`src/tpi_pkg.sv`:
```
// Package for the trapezoid polynomial integrator: sizes, register and status
// codes, sequencer states.
// No dependencies; used by trapezoid_poly_integrator.
package tpi_pkg;

    // Polynomial storage
    localparam int MAX_DEGREE = 4;
    localparam int NUM_COEF   = MAX_DEGREE + 1;
    localparam int COEF_IDX_W = (NUM_COEF > 1) ? $clog2(NUM_COEF) : 1;
    // Horner step counter holds 0..MAX_DEGREE+1
    localparam int K_W        = $clog2(MAX_DEGREE + 2);

    // Field widths
    localparam int BOUND_W    = 32;
    localparam int COEF_W     = 32;
    localparam int INTV_W     = 12;
    localparam int DEG_W      = 3;
    localparam int ACC_W      = 48;
    localparam int STATUS_W   = 2;

    // Shared multiplier datapath
    localparam int MA_W       = ACC_W + 1;          // magnitude of a 49-bit sum
    localparam int MB_W       = 32;
    localparam int MHI_W      = MA_W - 32;          // upper slice of operand A
    localparam int PROD_W     = MA_W + MB_W;
    localparam int SHIFT_PT   = 16;                 // Horner rescale
    localparam int SHIFT_AREA = 17;                 // rescale plus halving

    // Divider: one quotient bit per cycle over the bound difference magnitude
    localparam int DIV_STEPS  = 32;
    localparam int DIV_CNT_W  = $clog2(DIV_STEPS);

    // Stream packing
    localparam int S_TDATA_W  = 80;
    localparam int M_TDATA_W  = 56;

    // Configuration register indexes
    localparam int CFG_IDX_W  = 3;
    localparam logic [CFG_IDX_W-1:0] CFG_DEGREE    = 3'd0;
    localparam logic [CFG_IDX_W-1:0] CFG_COEF_0    = 3'd1;
    localparam logic [CFG_IDX_W-1:0] CFG_COEF_LAST = 3'd5;

    // Result status codes
    localparam logic [STATUS_W-1:0] STATUS_OK   = 2'd0;
    localparam logic [STATUS_W-1:0] STATUS_ZERO = 2'd1;
    localparam logic [STATUS_W-1:0] STATUS_SAT  = 2'd2;

    // Saturation limits of the 48-bit accumulators
    localparam logic [ACC_W-1:0] MAX48 = {1'b0, {(ACC_W-1){1'b1}}};
    localparam logic [ACC_W-1:0] MIN48 = {1'b1, {(ACC_W-1){1'b0}}};

    typedef enum logic [3:0] {
        S_IDLE,
        S_DIV,
        S_PT_INIT,
        S_HSTEP,
        S_MLO,
        S_MHI,
        S_MSUM,
        S_MADD,
        S_NEXT,
        S_OUT
    } t_state;

endpackage

```
`src/trapezoid_poly_integrator.sv`:
```
// Trapezoid-rule integrator of a configured polynomial, fixed point.
// Depends on tpi_pkg (sizes, codes, state type).
//
// Usage:
//   Config channel: i_cfg_valid/o_cfg_ready with i_cfg_index and i_cfg_data.
//   Index 0 is the degree, 1..5 the coefficients, highest power first.
//   Other indexes are ignored. Write only while no request is in flight.
//   Input stream: one request per transfer (lower bound, upper bound,
//   interval count). Output stream: one result per request (integral,
//   status). s_axis_tready is high only while the block is idle.
//   Sequence: a zero interval count answers straight from idle. Otherwise the
//   step is found by a 32-bit restoring divider, then every point is
//   evaluated by Horner on one shared 32x32 multiplier and every interval
//   adds its area and the point step. Each multiply-accumulate on the
//   shared multiplier runs through S_MLO, S_MHI, S_MSUM and S_MADD.
//   The next request is taken only after the result transfer.
//   Reset (synchronous, active low) clears the degree and coefficients and
//   returns the sequencer to idle. When the receiver stalls, the result
//   stays on m_axis_tdata and no new request is taken.
module trapezoid_poly_integrator (
    input  logic                            i_clk,
    input  logic                            i_rst_n,
    // Configuration write channel
    input  logic                            i_cfg_valid,
    output logic                            o_cfg_ready,
    input  logic [tpi_pkg::CFG_IDX_W-1:0]   i_cfg_index,
    input  logic [tpi_pkg::COEF_W-1:0]      i_cfg_data,
    // Request stream
    input  logic                            s_axis_tvalid,
    output logic                            s_axis_tready,
    // [31:0] lower_bound, [63:32] upper_bound, [75:64] intervals, [79:76] zero
    input  logic [tpi_pkg::S_TDATA_W-1:0]   s_axis_tdata,
    // Result stream
    output logic                            m_axis_tvalid,
    input  logic                            m_axis_tready,
    // [47:0] integral, [49:48] status, [55:50] zero
    output logic [tpi_pkg::M_TDATA_W-1:0]   m_axis_tdata
);

    tpi_pkg::t_state r_state, n_state;

    // Configuration registers
    logic [tpi_pkg::DEG_W-1:0]  r_degree;
    logic [tpi_pkg::COEF_W-1:0] r_coef [tpi_pkg::NUM_COEF];

    // Request and sequencing registers
    logic [tpi_pkg::BOUND_W-1:0]  r_x;
    logic [tpi_pkg::INTV_W-1:0]   r_m;
    logic [tpi_pkg::INTV_W-1:0]   r_i;
    logic [tpi_pkg::K_W-1:0]      r_d;
    logic [tpi_pkg::K_W-1:0]      r_k;
    logic                         r_first;
    logic                         r_area;
    logic                         r_sat;
    // Divider
    logic                         r_dneg;
    logic [tpi_pkg::DIV_STEPS-1:0] r_quo;
    logic [tpi_pkg::INTV_W-1:0]   r_rem;
    logic [tpi_pkg::DIV_CNT_W-1:0] r_cnt;
    // Accumulators
    logic [tpi_pkg::ACC_W-1:0]    r_acc;
    logic [tpi_pkg::ACC_W-1:0]    r_f0;
    logic [tpi_pkg::ACC_W-1:0]    r_sum;
    // Multiplier operands and partial products
    logic [tpi_pkg::MA_W-1:0]     r_ma;
    logic [tpi_pkg::MB_W-1:0]     r_mb;
    logic                         r_mneg;
    logic [63:0]                  r_pl;
    logic [63:0]                  r_ph;
    logic [tpi_pkg::MA_W-1:0]     r_mres;
    // Result
    logic [tpi_pkg::ACC_W-1:0]    r_integral;
    logic [tpi_pkg::STATUS_W-1:0] r_status;

    logic in_xfer, out_xfer, cfg_xfer;

    // Request fields
    logic [tpi_pkg::BOUND_W-1:0] in_lower, in_upper;
    logic [tpi_pkg::INTV_W-1:0]  in_intv;
    assign in_lower = s_axis_tdata[31:0];
    assign in_upper = s_axis_tdata[63:32];
    assign in_intv  = s_axis_tdata[75:64];

    assign in_xfer  = s_axis_tvalid & s_axis_tready;
    assign out_xfer = m_axis_tvalid & m_axis_tready;
    assign o_cfg_ready = 1'b1;
    assign cfg_xfer = i_cfg_valid & o_cfg_ready;

    // Bound difference, sign and magnitude
    logic [32:0] diff, diff_mag;
    assign diff     = {in_upper[31], in_upper} - {in_lower[31], in_lower};
    assign diff_mag = diff[32] ? (33'd0 - diff) : diff;

    // Degree in use, clamped
    logic [tpi_pkg::K_W-1:0] deg_use;
    assign deg_use = (r_degree > tpi_pkg::MAX_DEGREE) ? tpi_pkg::K_W'(tpi_pkg::MAX_DEGREE)
                                                      : tpi_pkg::K_W'(r_degree);

    // Divider step
    logic [tpi_pkg::INTV_W:0] div_shift;
    logic                     div_ge;
    assign div_shift = {r_rem, r_quo[tpi_pkg::DIV_STEPS-1]};
    assign div_ge    = div_shift >= {1'b0, r_m};

    // Signed step
    logic [tpi_pkg::BOUND_W-1:0] h_val;
    assign h_val = r_dneg ? (32'd0 - r_quo) : r_quo;

    // Horner operands
    logic [tpi_pkg::MA_W-1:0] acc_mag;
    logic [tpi_pkg::MB_W-1:0] x_mag;
    assign acc_mag = r_acc[tpi_pkg::ACC_W-1] ? (49'd0 - {1'b1, r_acc}) : {1'b0, r_acc};
    assign x_mag   = r_x[31] ? (32'd0 - r_x) : r_x;

    // Area operands: s = f0 + f1 with f1 in the accumulator
    logic [tpi_pkg::MA_W-1:0] pair_sum, pair_mag;
    assign pair_sum = {r_f0[47], r_f0} + {r_acc[47], r_acc};
    assign pair_mag = pair_sum[48] ? (49'd0 - pair_sum) : pair_sum;

    // Shared multiplier: low slice first, then high slice
    logic [31:0] mul_a;
    logic [63:0] mul_p;
    assign mul_a = (r_state == tpi_pkg::S_MLO) ? r_ma[31:0]
                                               : {{(32-tpi_pkg::MHI_W){1'b0}},
                                                  r_ma[tpi_pkg::MA_W-1:32]};
    assign mul_p = mul_a * r_mb;

    // Partial product merge, rescale and clamp
    logic [tpi_pkg::PROD_W-1:0] prod, prod_sh;
    logic [tpi_pkg::ACC_W-1:0]  lim, mag_cl;
    logic                       mul_ovf;
    logic [tpi_pkg::MA_W-1:0]   mul_res;
    assign prod    = {17'd0, r_pl} + {r_ph[tpi_pkg::MA_W-1:0], 32'd0};
    assign prod_sh = r_area ? (prod >> tpi_pkg::SHIFT_AREA) : (prod >> tpi_pkg::SHIFT_PT);
    assign lim     = r_mneg ? tpi_pkg::MIN48 : tpi_pkg::MAX48;
    assign mul_ovf = (|prod_sh[tpi_pkg::PROD_W-1:tpi_pkg::ACC_W]) ||
                     (prod_sh[tpi_pkg::ACC_W-1:0] > lim);
    assign mag_cl  = mul_ovf ? lim : prod_sh[tpi_pkg::ACC_W-1:0];
    assign mul_res = r_mneg ? (49'd0 - {1'b0, mag_cl}) : {1'b0, mag_cl};

    // Accumulate with 48-bit saturation
    logic [tpi_pkg::ACC_W-1:0] add_base, add_res;
    logic [49:0]               add_full;
    logic                      add_ovf;
    logic [tpi_pkg::COEF_W-1:0] coef_k;
    assign coef_k   = r_coef[r_k[tpi_pkg::COEF_IDX_W-1:0]];
    assign add_base = r_area ? r_sum : {{(tpi_pkg::ACC_W-tpi_pkg::COEF_W){coef_k[31]}}, coef_k};
    assign add_full = {add_base[47], add_base[47], add_base} + {r_mres[48], r_mres};
    assign add_ovf  = !((add_full[49] == add_full[48]) && (add_full[48] == add_full[47]));
    assign add_res  = !add_ovf ? add_full[47:0] :
                      (add_full[49] ? tpi_pkg::MIN48 : tpi_pkg::MAX48);

    logic last_intv;
    assign last_intv = (r_i == (r_m - 12'd1));

    // Next state
    always_comb begin
        n_state = r_state;
        unique case (r_state)
            tpi_pkg::S_IDLE: begin
                if (in_xfer) begin
                    n_state = (in_intv == '0) ? tpi_pkg::S_OUT : tpi_pkg::S_DIV;
                end
            end
            tpi_pkg::S_DIV: begin
                if (r_cnt == tpi_pkg::DIV_CNT_W'(tpi_pkg::DIV_STEPS - 1)) begin
                    n_state = tpi_pkg::S_PT_INIT;
                end
            end
            tpi_pkg::S_PT_INIT: n_state = tpi_pkg::S_HSTEP;
            tpi_pkg::S_HSTEP: begin
                if ((r_k > r_d) && r_first) begin
                    n_state = tpi_pkg::S_NEXT;
                end else begin
                    n_state = tpi_pkg::S_MLO;
                end
            end
            tpi_pkg::S_MLO:  n_state = tpi_pkg::S_MHI;
            tpi_pkg::S_MHI:  n_state = tpi_pkg::S_MSUM;
            tpi_pkg::S_MSUM: n_state = tpi_pkg::S_MADD;
            tpi_pkg::S_MADD: begin
                if (r_area) begin
                    n_state = last_intv ? tpi_pkg::S_OUT : tpi_pkg::S_NEXT;
                end else begin
                    n_state = tpi_pkg::S_HSTEP;
                end
            end
            tpi_pkg::S_NEXT: n_state = tpi_pkg::S_PT_INIT;
            tpi_pkg::S_OUT: begin
                if (out_xfer) begin
                    n_state = tpi_pkg::S_IDLE;
                end
            end
            default: n_state = tpi_pkg::S_IDLE;
        endcase
    end

    // Handshake outputs
    always_comb begin
        s_axis_tready = (r_state == tpi_pkg::S_IDLE);
        m_axis_tvalid = (r_state == tpi_pkg::S_OUT);
    end

    assign m_axis_tdata = {6'd0, r_status, r_integral};

    // State and configuration registers
    always_ff @(posedge i_clk) begin
        if (!i_rst_n) begin
            r_state  <= tpi_pkg::S_IDLE;
            r_degree <= '0;
            for (int j = 0; j < tpi_pkg::NUM_COEF; j++) begin
                r_coef[j] <= '0;
            end
        end else begin
            r_state <= n_state;
            if (cfg_xfer) begin
                if (i_cfg_index == tpi_pkg::CFG_DEGREE) begin
                    r_degree <= i_cfg_data[tpi_pkg::DEG_W-1:0];
                end else if ((i_cfg_index >= tpi_pkg::CFG_COEF_0) &&
                             (i_cfg_index <= tpi_pkg::CFG_COEF_LAST) &&
                             (int'(i_cfg_index - tpi_pkg::CFG_COEF_0) < tpi_pkg::NUM_COEF))
                begin
                    r_coef[tpi_pkg::COEF_IDX_W'(i_cfg_index - tpi_pkg::CFG_COEF_0)]
                        <= i_cfg_data;
                end
            end
        end
    end

    // Datapath under the sequencer
    always_ff @(posedge i_clk) begin
        unique case (r_state)
            tpi_pkg::S_IDLE: begin
                if (in_xfer) begin
                    r_x     <= in_lower;
                    r_m     <= in_intv;
                    r_d     <= deg_use;
                    r_i     <= '0;
                    r_first <= 1'b1;
                    r_sat   <= 1'b0;
                    r_sum   <= '0;
                    r_dneg  <= diff[32];
                    r_quo   <= diff_mag[31:0];
                    r_rem   <= '0;
                    r_cnt   <= '0;
                    r_integral <= '0;
                    r_status   <= tpi_pkg::STATUS_ZERO;
                end
            end
            tpi_pkg::S_DIV: begin
                // One restoring quotient bit per cycle
                r_rem <= div_ge ? tpi_pkg::INTV_W'(div_shift - {1'b0, r_m})
                                : div_shift[tpi_pkg::INTV_W-1:0];
                r_quo <= {r_quo[tpi_pkg::DIV_STEPS-2:0], div_ge};
                r_cnt <= r_cnt + 1'b1;
            end
            tpi_pkg::S_PT_INIT: begin
                r_acc <= {{(tpi_pkg::ACC_W-tpi_pkg::COEF_W){r_coef[0][31]}}, r_coef[0]};
                r_k   <= tpi_pkg::K_W'(1);
            end
            tpi_pkg::S_HSTEP: begin
                if (r_k > r_d) begin
                    // Point done: first point seeds f0, later ones start an area
                    if (r_first) begin
                        r_f0    <= r_acc;
                        r_first <= 1'b0;
                    end else begin
                        r_ma   <= pair_mag;
                        r_mb   <= r_quo;
                        r_mneg <= pair_sum[48] ^ r_dneg;
                        r_area <= 1'b1;
                    end
                end else begin
                    r_ma   <= acc_mag;
                    r_mb   <= x_mag;
                    r_mneg <= r_acc[47] ^ r_x[31];
                    r_area <= 1'b0;
                end
            end
            tpi_pkg::S_MLO: r_pl <= mul_p;
            tpi_pkg::S_MHI: r_ph <= mul_p;
            tpi_pkg::S_MSUM: begin
                r_mres <= mul_res;
                if (mul_ovf) begin
                    r_sat <= 1'b1;
                end
            end
            tpi_pkg::S_MADD: begin
                if (add_ovf) begin
                    r_sat <= 1'b1;
                end
                if (r_area) begin
                    r_sum <= add_res;
                    r_f0  <= r_acc;
                    r_i   <= r_i + 1'b1;
                    if (last_intv) begin
                        r_integral <= add_res;
                        r_status   <= (r_sat || add_ovf) ? tpi_pkg::STATUS_SAT
                                                         : tpi_pkg::STATUS_OK;
                    end
                end else begin
                    r_acc <= add_res;
                    r_k   <= r_k + 1'b1;
                end
            end
            tpi_pkg::S_NEXT: r_x <= r_x + h_val;
            tpi_pkg::S_OUT: begin
            end
            default: begin
            end
        endcase
    end

endmodule
```
`config.mk`:
```
export PLATFORM = sky130hd
export DESIGN_NAME = trapezoid_poly_integrator
export DESIGN_NICKNAME = d
export VERILOG_FILES = /design/src/tpi_pkg.sv /design/src/trapezoid_poly_integrator.sv
export SDC_FILE = /design/constraint.sdc
export NUM_CORES = 2
export LEC_CHECK = 0
export BUFFER_PORTS_ARGS = -buffer_cell sky130_fd_sc_hd__buf_4
export CORE_MARGIN = 4
export CORE_UTILIZATION = 50
export DETAILED_ROUTE_END_ITERATION = 6
export PLACE_DENSITY = 0.71
export SLEW_MARGIN = 10
export SYNTH_ARGS = -nofsm -noshare
export SYNTH_HDL_FRONTEND = slang
export SYNTH_SLANG_ARGS = --single-unit
```
`constraint.sdc`:
```
create_clock -name i_clk -period 12.2 [get_ports i_clk]
set_input_delay 1.83 -clock i_clk [delete_from_list [all_inputs] [get_ports i_clk]]
set_output_delay 1.83 -clock i_clk [all_outputs]
set_load 0.005 [all_outputs]
```
Word level (Yosys, flattened, before mapping)
Memory sizes are Yosys's and may differ from the RTL's. A register that Yosys moved wholly into a read port is not among the register bits.
Cells that the tools add are included.
{"block": "op_classes", "n_addsub": 18, "multipliers": 1, "order_cmp": 7, "eq_ne": 24, "muxes": 75, "bitwise": 4, "n_reduce_logical": 31}
{"cell": "$mux 48", "n": 14}
{"cell": "$pmux 48 s2", "n": 4}
{"cell": "$mux 32", "n": 9}
{"cell": "$mux 49", "n": 4}
{"cell": "$pmux 32 s2", "n": 2}
{"cell": "$sub 1x49->49 const A", "n": 2}
{"cell": "$sub 1x32->32 const A", "n": 3}
{"cell": "$add 64x81->81", "n": 1}
{"cell": "$mux 65", "n": 1}
{"cell": "$mul 32x32->64", "n": 1}
{"cell": "$add 48x49->50", "n": 1}
{"cell": "$add 48x48->49", "n": 1}
{"cell": "$sub 1x48->49 const A", "n": 1}
{"cell": "$gt 48x48->1", "n": 1}
{"cell": "$pmux 12 s2", "n": 2}
{"cell": "$pmux 4 s10", "n": 1}
{"cell": "$mux 12", "n": 3}
{"cell": "$reduce_or 33->1", "n": 1}
{"cell": "$sub 32x32->33", "n": 1}
{"cell": "$add 32x32->32", "n": 1}
{"cell": "$reduce_or 32->1", "n": 1}
{"cell": "$mux 4", "n": 6}
{"cell": "$ne 2x2->1 const B", "n": 9}
{"cell": "$eq 4x3->1 const B", "n": 4}
{"cell": "42 further kinds", "n": 86}
{"block": "totals", "regBits": 560, "mem_bits_rw": 160, "inputBits": 120, "out_inout_bits": 59, "wordCells": 187, "n_memories": 1}
{"name": "r_coef", "depth": 5, "word_bits": 32, "rd": 2, "rd_clocked_by_memory_dff": 1, "wr": 5, "line_no": "trapezoid_poly_integrator.sv:44", "source": "logic [tpi_pkg::COEF_W-1:0] r_coef [tpi_pkg::NUM_COEF];"}

Logic depth before layout (Yosys ltp)
{"block": "logic_depth", "ltp_word": 10, "mapped_depth": 45, "ltp_nobuf": 43}

Least setup slack after synthesis
OpenSTA, ideal clock, no wires.
{"block": "synth_timing", "kind": "register to register", "startpoint": "reg r_state[2]", "endpoint": "reg r_pl[60] (data pin)", "setup_ns": 0.260, "t_arrival_ns": 9.627, "required_ns": 11.940, "setup_slack_ns": 2.314, "path_stages_with_launch": 34, "path_buffers": 3, "synth_period_minus_slack_ns": 9.886, "path_cell_list": "dfxtp_1 clkbuf_1 nand2b_1 nor3_1 clkbuf_1 mux2_2 clkbuf_1 and2_1 fa_1 fa_1 fa_1 inv_1 fa_1 inv_1 fa_1 inv_1 fa_1 inv_1 fa_1 fa_1 ha_1 or2_2 a21oi_1 o31ai_1 a21o_1 o31ai_1 o221a_2 o21ai_1 a211oi_1 o21ai_1 o31a_1 a211o_1 a21oi_1 xnor2_1"}
{"block": "synth_via", "elab_chain_cells": 3}
{"element": "start: declaration", "line_no": "trapezoid_poly_integrator.sv:40", "source": "tpi_pkg::t_state r_state, n_state;"}
{"element": "start signal: assignment", "line_no": "trapezoid_poly_integrator.sv:209", "source": "r_state <= tpi_pkg::S_IDLE;"}
{"element": "start signal: assignment", "line_no": "trapezoid_poly_integrator.sv:215", "source": "r_state <= n_state;"}
{"element": "$eq 4x3->1", "line_no": "trapezoid_poly_integrator.sv:123", "source": "assign mul_a = (r_state == tpi_pkg::S_MLO) ? r_ma[31:0]"}
{"element": "$mux 32", "line_no": "trapezoid_poly_integrator.sv:123"}
{"element": "$mul 32x32->64", "line_no": "trapezoid_poly_integrator.sv:126", "source": "assign mul_p = mul_a * r_mb;"}
{"element": "net mul_p[60]", "line_no": "trapezoid_poly_integrator.sv:122", "source": "logic [63:0] mul_p;"}
{"element": "end signal: assignment", "line_no": "trapezoid_poly_integrator.sv:280", "source": "tpi_pkg::S_MLO: r_pl <= mul_p;"}
{"element": "end: declaration", "line_no": "trapezoid_poly_integrator.sv:68", "source": "logic [63:0] r_pl;"}
The timed path passes the listed nets, and every way through them passes these cells.
A chain may end at the register's enable or synchronous reset.

Final worst setup path
{"block": "layout_timing", "startpoint": "reg r_pl[32]", "endpoint": "reg r_mres[44] (netlist name) (data pin)"}
{"block": "layout_via", "elab_chain_cells": 7, "word_cells_on_any_way": 8, "classes_between": "add/sub: 2; order compare: 1; mux: 3; reduce/logical: 2"}
{"element": "$add 64x81->81 *", "line_no": "trapezoid_poly_integrator.sv:133", "source": "assign prod = {17'd0, r_pl} + {r_ph[tpi_pkg::MA_W-1:0], 32'd0};"}
{"element": "$mux 65 *", "line_no": "trapezoid_poly_integrator.sv:134", "source": "assign prod_sh = r_area ? (prod >> tpi_pkg::SHIFT_AREA) : (prod >> tpi_pkg::SHIFT_PT);"}
{"element": "$gt 48x48->1 / $reduce_or 33->1 (equally long branches)", "line_no": "trapezoid_poly_integrator.sv:137, trapezoid_poly_integrator.sv:136"}
{"element": "$logic_or 1x1->1", "line_no": "trapezoid_poly_integrator.sv:136", "source": "assign mul_ovf = (|prod_sh[tpi_pkg::PROD_W-1:tpi_pkg::ACC_W]) ||"}
{"element": "$mux 48 *", "line_no": "trapezoid_poly_integrator.sv:138", "source": "assign mag_cl = mul_ovf ? lim : prod_sh[tpi_pkg::ACC_W-1:0];"}
{"element": "$sub 1x48->49", "line_no": "trapezoid_poly_integrator.sv:139", "source": "assign mul_res = r_mneg ? (49'd0 - {1'b0, mag_cl}) : {1'b0, mag_cl};"}
{"element": "$mux 48 *", "line_no": "trapezoid_poly_integrator.sv:139"}
{"element": "net mul_res, one bit", "line_no": "trapezoid_poly_integrator.sv:132", "source": "logic [tpi_pkg::MA_W-1:0] mul_res;"}
{"element": "end signal: assignment", "line_no": "trapezoid_poly_integrator.sv:283", "source": "r_mres <= mul_res;"}
{"element": "end: declaration", "line_no": "trapezoid_poly_integrator.sv:70", "source": "logic [tpi_pkg::MA_W-1:0] r_mres;"}
Mark *: on every way through the listed nets, which the timed path passes. The rest lies on a longest branch.

==> impl_metrics.env <==
export IMPL_status="finished, final reports clean"
export IMPL_peakVddDrop_mv=0.3172
export IMPL_die_area_mm2=0.1706
export IMPL_rsz0062_at_grt="no"
export IMPL_cts_reportedPaths_clkPinSlew_ns=0.07
export IMPL_initial_core_util_pct=50.33
export IMPL_post_cts_setup_buffers=0
export IMPL_h_tree_depth=3
export IMPL_end_kind="flop"
export IMPL_synth_cell_types=93
export IMPL_setup_viol=0
export IMPL_wl_per_cell_um=22.07
export IMPL_clock_root_buffer="clkbuf_16"
export IMPL_slew_violations=0
export IMPL_r2r_slack_ns=1.27
export IMPL_syn_area_mm2=0.08202
export IMPL_fillerInstances=14170
export IMPL_period_share_pct=89.63
export IMPL_drive_gt1_share_pct=7.491
export IMPL_core_area_mm2=0.1630
export IMPL_critPathKind="flop to flop"
export IMPL_die_w_um=413.0
export IMPL_antenna_found_initial=10
export IMPL_crit_path_start_kind="flop"
export IMPL_worstPathRequired_ns=12.68
export IMPL_powerDensity_mw_per_mm2=143.2
export IMPL_fin_cells=10370
export IMPL_drtIter0Drc=5849
export IMPL_final_nets=9684
export IMPL_tightest_slew_ns=1.285
export IMPL_wirelength_um=228900
export IMPL_skew_ns=0.07594
export IMPL_cts_tree="built"
export IMPL_p_leak_nw=38.69
export IMPL_place_inst=10220
export IMPL_setup_tns_ns=0
export IMPL_post_route_util_pct=54.32
export IMPL_syn_avg_cell_area_um2=10.05
export IMPL_synth_top_area_share_pct=29.03
export IMPL_num_io_pins=179
export IMPL_diodes=0
export IMPL_cap_viol_max_count=0
export IMPL_slowest_stage="a221oi_1"
export IMPL_rows=148
export IMPL_cts_buffers=83
export IMPL_cts_num_sinks=803
export IMPL_ys_flop_type="edfxtp_1"
export IMPL_die_y_um=413.0
export IMPL_grt_overflow=0
export IMPL_post_cts_resize_count=0
export IMPL_synth_warnings=0
export IMPL_min_path_type="flop to flop"
export IMPL_ant_nets=0
export IMPL_portBuffers=167
export IMPL_viasPerCell=5.851
export IMPL_grt_pass1_wl_um=358300
export IMPL_hold_violations=0
export IMPL_place_congestion=0.9766
export IMPL_ys_top_cells_by_area="edfxtp_1 29%, fa_1 22%, ha_1 8.1%"
export IMPL_worstSkewPairLatency_ns=0.72
export IMPL_cp_arrival_ns=11.42
export IMPL_slew_headroom_pct=14.00
export IMPL_drc=0
export IMPL_vias=60690
export IMPL_fmax_ghz=0.09145
export IMPL_synth_top_area_cell="edfxtp_1"
export IMPL_dr_pass1_iters=7
export IMPL_synth_enable_flop_cells=793
export IMPL_place_detailed_hpwl_um=176700
export IMPL_cp_max_fo=8
export IMPL_grt_max_degree=161
export IMPL_async_reset_ff_share_pct=0
export IMPL_cpMostUsedCell="and3_1"
export IMPL_syn_to_final_growth_pct=7.919
export IMPL_clockBufferDepth=3
export IMPL_synth_seq_cells=803
export IMPL_grtUsageTotal_pct=27.02
export IMPL_yosysSeqAreaShare_pct=29.28
export IMPL_slowest_delay_ns=0.62
export IMPL_cts_hold_buf=0
export IMPL_synth_cells=8161
export IMPL_grt_pass1_vias=62190
export IMPL_fin_crit_ns=10.93
-- stage by stage --
stage	power [mW]	setup WS [ns]	hold slack [ns]	area, um2
after floorplan	7.661	2.314	0.4550	82040
after global placement	9.713	1.659	0.5278	85530
after detailed placement	9.756	1.416	0.5291	85530
after CTS	12.63	1.405	0.5451	88510
after global routing	13.42	0.7249	0.5545	88520
final	12.68	1.266	0.5471	88520
-- logic make-up (layout without fill, tap and decap cells) --
kind of cell             Yosys count  in the layout  share of synthesized area [%]
multiplexers                     183            183                          3.271
AO/OA/AOI/OAI                   1351           1351                          10.32
adder cells (fa/ha/maj)         1435           1435                          30.15
XOR/XNOR                         442            442                          4.720
flip-flops                       803            803                          29.28
other                              2              7                       0.009156
buffers and inverters           1439           1470                          6.639
AND/OR/NAND/NOR                 2506           2506                          15.62
-- flip-flops by register name, summed over array words and instances (netlist names), 32 cells and up, named ones only --
signal,cells
r_coef,256
r_integral,48
r_acc,48
r_ma,49
r_sum,48
r_f0,48
r_pl,48
r_ph,49
r_mb,32
r_quo,32
r_mres,49
r_x,32
-- final cells by class --
type / instances / area, um2 / share of cell area [%]
inverters: 1028 / 3859 / 4.359
multi-input cells: 5924 / 52720 / 59.56
clock buffers: 98 / 2133 / 2.410
repair buffers: 289 / 2207 / 2.493
clock inverters: 55 / 852.1 / 0.9626
well taps: 2175 / 2721 / 3.074
flip-flops and latches: 803 / 24020 / 27.14
-- power by group --
part | switching, mW | internal [mW] | leakage, nW | total (mW)
Combinational | 3.87 | 2.26 | 29.8 | 6.13
Clock | 1.19 | 1.60 | 1.41 | 2.79
Sequential | 0.152 | 3.60 | 7.47 | 3.76
Total | 5.22 | 7.46 | 38.7 | 12.7
-- worst paths after layout --
kind / startpoint / endpoint / depth (start not counted)
worst max-delay path: r_pl[32]$_DFFE_PP_ / r_mres[44]$_DFFE_PN_ / 44
worst min-delay path: r_degree[2]$_SDFFE_PN0P_ / r_d[2]$_SDFFCE_PN1P_ / 0
worst max register to register: r_pl[32]$_DFFE_PP_ / r_mres[44]$_DFFE_PN_ / 44
worst min register to register: r_degree[2]$_SDFFE_PN0P_ / r_d[2]$_SDFFCE_PN1P_ / 0
-- synthesized netlist by cell type (42+ instances only) --
master / instances
inv_1: 1027
fa_1: 902
edfxtp_1: 793
nand2_1: 793
and2_1: 550
ha_1: 533
a21oi_1: 418
clkbuf_1: 372
nor2_1: 347
o21ai_0: 329
and3_1: 288
xnor2_1: 277
a21o_1: 170
xor2_1: 165
nand3_1: 86
nor3_1: 84
mux2i_1: 79
nand2b_1: 71
mux4_2: 64
nor2b_1: 59
o31ai_1: 50
a31oi_1: 47
nand4_1: 47
o21a_1: 44
a211oi_1: 42
-- per-layer routing --
layer / track usage, % / wire length [um] / vias to the layer above
met5: 0 / 0 / -
met4: 8.907 / 8020 / 0
met3: 3.694 / 16700 / 408
met2: 44.58 / 108500 / 2290
met1: 36.95 / 95630 / 30560
li1: - / - / 27430
-- layout by cell type (no fill, tap or decap), types with 288 or more instances in the layout --
cell,instances
ha_1,533
nor2_1,345
and3_1,288
inv_1,1024
and2_1,551
edfxtp_1,793
fa_1,902
nand2_1,790
a21oi_1,416
o21ai_0,326
-- critical path, delay by kind of cell (launching register included) --
kind            cells  cell delay (ns)
compound gates     12             3.22
xor+xnor            1             0.20
fa+ha+maj           4             1.25
buf+inv             5             0.63
flops               1             0.36
simple gates       22             5.09
Power figures use the tool's default switching activity.
